--- src/rtl/csd_pkg.sv ---
// csd_pkg: types and constants shared by the can signal decoder
`timescale 1ns / 1ps
package csd_pkg;

  localparam int IdW      = 11;
  localparam int DataW    = 64;
  localparam int StartW   = 6;
  localparam int LenW     = 7;
  localparam int ModeW    = 4;
  localparam int CfgW     = 32;
  localparam int CfgIdxW  = 3;
  localparam int IntW     = 33;
  localparam int FixW     = 48;

  // register indexes
  localparam logic [CfgIdxW-1:0] REG_MATCH_ID   = 3'd0;
  localparam logic [CfgIdxW-1:0] REG_LSB_POS    = 3'd1;
  localparam logic [CfgIdxW-1:0] REG_FIELD_LEN  = 3'd2;
  localparam logic [CfgIdxW-1:0] REG_MODE       = 3'd3;
  localparam logic [CfgIdxW-1:0] REG_SCALE      = 3'd4;
  localparam logic [CfgIdxW-1:0] REG_OFFSET     = 3'd5;
  localparam logic [CfgIdxW-1:0] REG_MIN_LIMIT  = 3'd6;
  localparam logic [CfgIdxW-1:0] REG_MAX_LIMIT  = 3'd7;

  // mode bits
  localparam int MODE_SIGNED = 0;
  localparam int MODE_FIXED  = 1;

  // width codes in mode[3:2]
  localparam logic [1:0] WCODE_8  = 2'd0;
  localparam logic [1:0] WCODE_16 = 2'd1;
  localparam logic [1:0] WCODE_24 = 2'd2;
  localparam logic [1:0] WCODE_32 = 2'd3;

  localparam logic [LenW-1:0] MAX_LEN = 7'd64;

  // result kinds
  localparam logic KIND_INT   = 1'b0;
  localparam logic KIND_FIXED = 1'b1;

  typedef struct packed {
    logic [IdW-1:0]    match_id;
    logic [StartW-1:0] lsb_pos;
    logic [LenW-1:0]   field_len;
    logic [ModeW-1:0]  mode;
    logic [CfgW-1:0]   scale;
    logic [CfgW-1:0]   offset;
    logic [CfgW-1:0]   min_limit;
    logic [CfgW-1:0]   max_limit;
  } csd_cfg_t;

  localparam csd_cfg_t CFG_RESET = '{
    match_id:   11'd0,
    lsb_pos:    6'd0,
    field_len:  7'd8,
    mode:       4'd0,
    scale:      32'd65536,
    offset:     32'd0,
    min_limit:  32'd0,
    max_limit:  32'hFFFF_FFFF
  };

endpackage

--- src/rtl/csd_int_conv.sv ---
// csd_int_conv: Q32.16 to integer truncation, clamp in unsigned mode and width wrap
`timescale 1ns / 1ps
module csd_int_conv
  import csd_pkg::*;
(
  input  csd_cfg_t               cfg,
  input  logic signed [FixW-1:0] q,
  output logic signed [IntW-1:0] int_value
);

  logic [FixW:0]   qa;
  logic [IntW-1:0] ip;
  logic [IntW-1:0] cl;
  logic            sgn;

  always_comb begin
    sgn = cfg.mode[MODE_SIGNED];
    // round toward zero: bias negatives before the arithmetic shift
    qa  = {q[FixW-1], q} + (q[FixW-1] ? (FixW+1)'(16'hFFFF) : '0);
    ip  = qa[FixW:16];
    cl  = ip;
    if (!sgn) begin
      if ($signed(ip) > $signed({1'b0, cfg.max_limit})) begin
        cl = {1'b0, cfg.max_limit};
      end else if ($signed(ip) < $signed({1'b0, cfg.min_limit})) begin
        cl = {1'b0, cfg.min_limit};
      end
    end
    case (cfg.mode[3:2])
      WCODE_8:  int_value = {{25{sgn & cl[7]}}, cl[7:0]};
      WCODE_16: int_value = {{17{sgn & cl[15]}}, cl[15:0]};
      WCODE_24: int_value = {{9{sgn & cl[23]}}, cl[23:0]};
      WCODE_32: int_value = {sgn & cl[31], cl[31:0]};
      default:  int_value = '0;
    endcase
  end

endmodule

--- config.mk ---
export PLATFORM = sky130hd
export DESIGN_NAME = csd_int_conv
export DESIGN_NICKNAME = d
export VERILOG_FILES = /design/src/rtl/csd_pkg.sv /design/src/rtl/csd_int_conv.sv
export SDC_FILE = /design/constraint.sdc
export NUM_CORES = 1
export LEC_CHECK = 0
export ABC_CLOCK_PERIOD_IN_PS = 6700
export BUFFER_PORTS_ARGS = -buffer_cell sky130_fd_sc_hd__buf_2
export CAP_MARGIN = 40
export CORE_AREA = 2 2 92 94
export DETAILED_ROUTE_END_ITERATION = 7
export DIE_AREA = 0 0 94 96
export GPL_ROUTABILITY_DRIVEN = 1
export PLACE_DENSITY = 0.84
export SYNTH_ARGS = -nofsm -noshare
export SYNTH_HDL_FRONTEND = slang
export SYNTH_SLANG_ARGS = --single-unit
--- constraint.sdc ---
create_clock -name vclk -period 6.7
set_input_delay 0.67 -clock vclk [all_inputs]
set_output_delay 0.67 -clock vclk [all_outputs]
set_load 0.02 [all_outputs]
=== After elaboration in Yosys (flattened, before gate mapping) ===
Index checks and enable logic that the tools add are counted.

* Register bits: 0
* Input bits: 204
* Output and inout port bits: 33
* Logic and storage cells: 16

* Add/sub/neg operators: 1
* Magnitude comparators: 2
* Equal/unequal tests: 3
* Muxes and demuxes: 5
* Bitwise gates (word level): 4
* Reduce and logical (&&, ||, !) cells: 1

{| class="wikitable"
|+ Operators by type and width
! operator !! number
|-
| $pmux 33 s4 || 1
|-
| $mux 32 || 3
|-
| $add 48x17->49 || 1
|-
| $gt 33x33->1 || 1
|-
| $lt 33x33->1 || 1
|-
| $mux 16 || 1
|-
| $and 1x1->1 || 4
|-
| $eq 2x2->1 const B || 2
|-
| $eq 2x1->1 const B || 1
|-
| $logic_not 2->1 || 1
|}

=== Longest topological paths before layout ===
* Depth after elaboration: 8
* Gate-level depth with buffers: 22
* Gate-level depth less buffers: 19

=== Least setup slack after synthesis ===
OpenSTA, ideal clock, no wires.

* Path kind: input -> output
* Start point: in q[15]
* End point: out int_value[15]
* Data arrival time: 5.134 ns
* Data required time: 6.030 ns
* Slack: 0.896 ns
* Stages on the path: 20
* Path buffers: 3
* Path through: ha_1 and4_1 o2111ai_1 nand3b_1 a31oi_1 buf_2 and3_1 buf_2 nand4_1 xnor2_1 ha_1 and4_1 and4_1 a221o_1 a2111oi_1 a211oi_2 nand2_2 buf_2 o21ai_0 a221oi_1

* Word-level cells in the longest chain between the ends: 7
* Elaborated cells on any way between the ends: 8
* Classes of those cells: add/sub (1); order compare (2); mux (4); bitwise (1)

{| class="wikitable"
|+ RTL lines
! element !! RTL line !! RTL
|-
| start, declared || csd_int_conv.sv:7 || <nowiki>input logic signed [FixW-1:0] q,</nowiki>
|-
| $add 48x17->49 (*) || csd_int_conv.sv:19 || <nowiki>qa = {q[FixW-1], q} + (q[FixW-1] ? (FixW+1)'(16'hFFFF) : '0);</nowiki>
|-
| $lt 33x33->1 || csd_int_conv.sv:25 || <nowiki>end else if ($signed(ip) < $signed({1'b0, cfg.min_limit})) begin</nowiki>
|-
| $mux 32 || csd_int_conv.sv:25 ||
|-
| $mux 32 || csd_int_conv.sv:23 || <nowiki>if ($signed(ip) > $signed({1'b0, cfg.max_limit})) begin</nowiki>
|-
| $mux 32 (*) || csd_int_conv.sv:22 || <nowiki>if (!sgn) begin</nowiki>
|-
| $and 1x1->1 || csd_int_conv.sv:30 || <nowiki>WCODE_8: int_value = {{25{sgn & cl[7]}}, cl[7:0]};</nowiki>
|-
| $pmux 33 s4 (*) || csd_int_conv.sv:29 || <nowiki>case (cfg.mode[3:2])</nowiki>
|-
| end, declared || csd_int_conv.sv:8 || <nowiki>output logic signed [IntW-1:0] int_value</nowiki>
|}

Every way passes the cells marked *; elsewhere a longest branch is shown, timed or not. The select of a mux whose other input is x is not followed.

=== Worst setup path after layout ===
* Start point: in q[47]
* End point: out int_value[16]

* Word-level cells in the longest chain between the ends: 8
* Elaborated cells on any way between the ends: 10
* Classes of those cells: add/sub (1); order compare (2); mux (5); bitwise (2)

{| class="wikitable"
|+ RTL lines
! element !! RTL line
|-
| $mux 16 || csd_int_conv.sv:19
|-
| $add 48x17->49 (*) || csd_int_conv.sv:19
|-
| $lt 33x33->1 || csd_int_conv.sv:25
|-
| $mux 32 || csd_int_conv.sv:25
|-
| $mux 32 || csd_int_conv.sv:23
|-
| $mux 32 (*) || csd_int_conv.sv:22
|-
| $and 1x1->1 (on tied branches) || csd_int_conv.sv:31, csd_int_conv.sv:30
|-
| $pmux 33 s4 (*) || csd_int_conv.sv:29
|}

Marks and branches as above.

==> results.yml <==
outcome:
  outcome: "finished, final reports clean"
final_layout:
  multi_input_area_um2: 3140
  n_antenna_cell: 0
  seq_cells: 0
  area_growth_syn_to_layout_pct: 25.6
  fillCellCount: 795
  drive_gt1_frac: 0.259
  final_nets: 940
  fin_area_um2: 4400
  regArea_um2: 0
  utilization: 0.547
  nClkBuffers: 0
synth:
  synth_top_cells_by_area: "ha_1 (28%), inv_1 (9.0%), a21oi_1 (5.3%)"
  synth_most_common_cell: "inv_1"
  synth_cell_types: 60
  synth_compound_area_frac: 0.302
  muxShareOfSynthArea: 0.00286
  synth.top_cell.area_share: 0.278
  ys_top_cells_by_count: "inv_1 (84), ha_1 (78), nand2_1 (40)"
  netlist_area_um2: 3500
  synth_top_family_by_area: "compound AO/OA/AOI/OAI gates"
  synth_cells: 511
  yosys_warnings: 0
  synthXorXnorAreaFrac: 0.0775
  synthAdderAreaFrac: 0.278
  ys_seq_area_frac: 0
  yosysTopAreaCell: "ha_1"
  post_synth_and_or_nand_nor_area_fraction: 0.231
  synth.avg_cell_area_um2: 6.86
  syn_nets: 793
placed_design:
  post-dp-hpwl_um: 10300
  io_buffers: 148
  gp_congestion: 0.940
  postPlaceCellArea_um2: 4370
  dp_slack_ps: 240
power:
  p_per_area_nw_per_um2: 76.3
  p_leak_uw: 0.00243
  ir_worst_vdd_mv: 0.0369
critical_path:
  critPathKind: "input port to primary output"
  critPathMaxFanout: 18
  start_kind: "input port"
  required_ps: 6030
  cp_data_arrival_time_ps: 5690
  end_kind: "primary output"
floorplanning:
  core_region_area_um2: 8050
  rows: 33
  die_w_um: 94
  die_h_um: 96
  start_util: 0.435
  die_area_um2: 9020
  io_pins: 237
global_routing:
  use_met3: 0.0329
  grt_max_degree: 19
  busiest_layer: "met2"
  met2_usage: 0.466
  grt_remaining_overflow: 0
  grt_pass1_wl_um: 18600
  grt.total_usage: 0.250
  grt_pass1_vias: 4166
  gr-usage-met1: 0.318
  antenna_found_initial: 0
route:
  dr.pass1.iters: 5
  drtIter0Drc: 221
  wl_um: 11800
  ant_nets: 0
  via_count: 4405
  route.detailed.drc: 0
  wire_per_inst_um: 15.5
  viasPerCell: 5.79
hold_path:
  whs_path_depth: 3
  holdPathEnd: "int_value[26]"
  min_from: "cfg[26]"
  hold_path_class: "input port to primary output"
timing:
  relSlewSlack: 0.576
  rsz0062_at_grt: "no"
  post-route-period-util: 0.949
  worstMarginPinSlew_ps: 628
  tns_ps: 0
  finalMaxSlewViolations: 0
  layout_setup_ws_ps: 343
  finalHoldViolations: 0
  fin_crit_ps: 6360
  max_freq_ghz: 0.157
  finalSetupViolCount: 0
run:
  drv_cap: 0
## layout make-up
type	count	share of cell area
Multi-Input combinational cell	415	0.714
Timing Repair Buffer	157	0.184
Inverter	84	0.0716
Tap cell	105	0.0298
## power by group
part / switching [uW] / internal (uW) / total (uW)
Clock: 0 / 0 / 0
Combinational: 199 / 137 / 336
Sequential: 0 / 0 / 0
Total: 199 / 137 / 336
## logic make-up (layout without fill, tap and decap cells)
group | after synthesis | count (layout)
AND/OR/NAND/NOR | 154 | 154
XOR/XNOR | 31 | 31
AO/OA/AOI/OAI | 151 | 151
adder cells (fa/ha/maj) | 78 | 78
buffers and inverters | 96 | 241
multiplexers | 1 | 1
## worst max path at each step
stage          start       endpoint  slack (ps)  depth (start not counted)
5_1_grt        q[47]  int_value[24]         0.2                         22
2_1_floorplan  q[15]  int_value[15]         900                         20
6_report       q[47]  int_value[16]         340                         23
3_5_place_dp   q[47]  int_value[18]         240                         23
3_3_place_gp   q[47]  int_value[18]         290                         23
4_1_cts        q[47]  int_value[18]         210                         23
## routing by layer
| layer | vias up | wire (um) |
|---|---|---|
| li1 | 2184 | - |
| met1 | 2023 | 5040 |
| met2 | 190 | 5640 |
| met3 | 8 | 1050 |
| met4 | 0 | 102 |
| met5 | - | 0 |
## layout by cell type, fill, tap and decap left out, types with 2 or more instances in the layout
cell,instances
a2111oi_0,4
or2_1,2
buf_4,8
nand4_1,18
nor4_1,3
and4_1,7
buf_2,148
o22ai_1,15
nor3_1,7
o21ai_0,31
xor2_1,13
nor2b_1,9
nand3_1,17
and2_1,2
a2111o_1,6
a211o_1,3
nand2_1,40
o31ai_1,2
a211oi_1,12
a2111oi_2,2
a222oi_1,7
inv_1,84
xnor2_1,18
a31oi_1,4
nor2_1,22
nand2b_1,5
and3_1,15
o21a_1,2
ha_1,78
a21oi_1,37
a21o_1,7
## stage by stage
step	cells	hold slack (ps)	total power, uW
finish	761	1700	336
global route	761	1710	371
CTS	760	1700	329
detailed placement	760	1700	327
global placement	760	1700	320
floorplan	511	1520	207
## worst max-delay path, cell delays in order
cell       delay (ps)
buf_2             220
ha_1              430
and4_1            230
o2111ai_1         140
nand3b_1          220
a31oi_1           210
buf_4             230
and2_1            250
and3_1            200
xnor2_1           170
inv_1             120
ha_1              280
and4_1            180
and4_1            220
a221o_1           330
a2111oi_2         360
a211oi_2          160
nand2_2           180
or2_1             160
buf_4             180
o22ai_1            90
a21oi_1           230
buf_2             220
## repair_timing
| action | CTS | global route |
|---|---|---|
| setup buffers | 0 | 1 |
| gates resized for setup | 0 | 5 |
| endpoints found under the setup margin | 0 | 28 |
| hold buffers | 0 | 0 |
No activity file was read; power rests on OpenSTA's default activity.
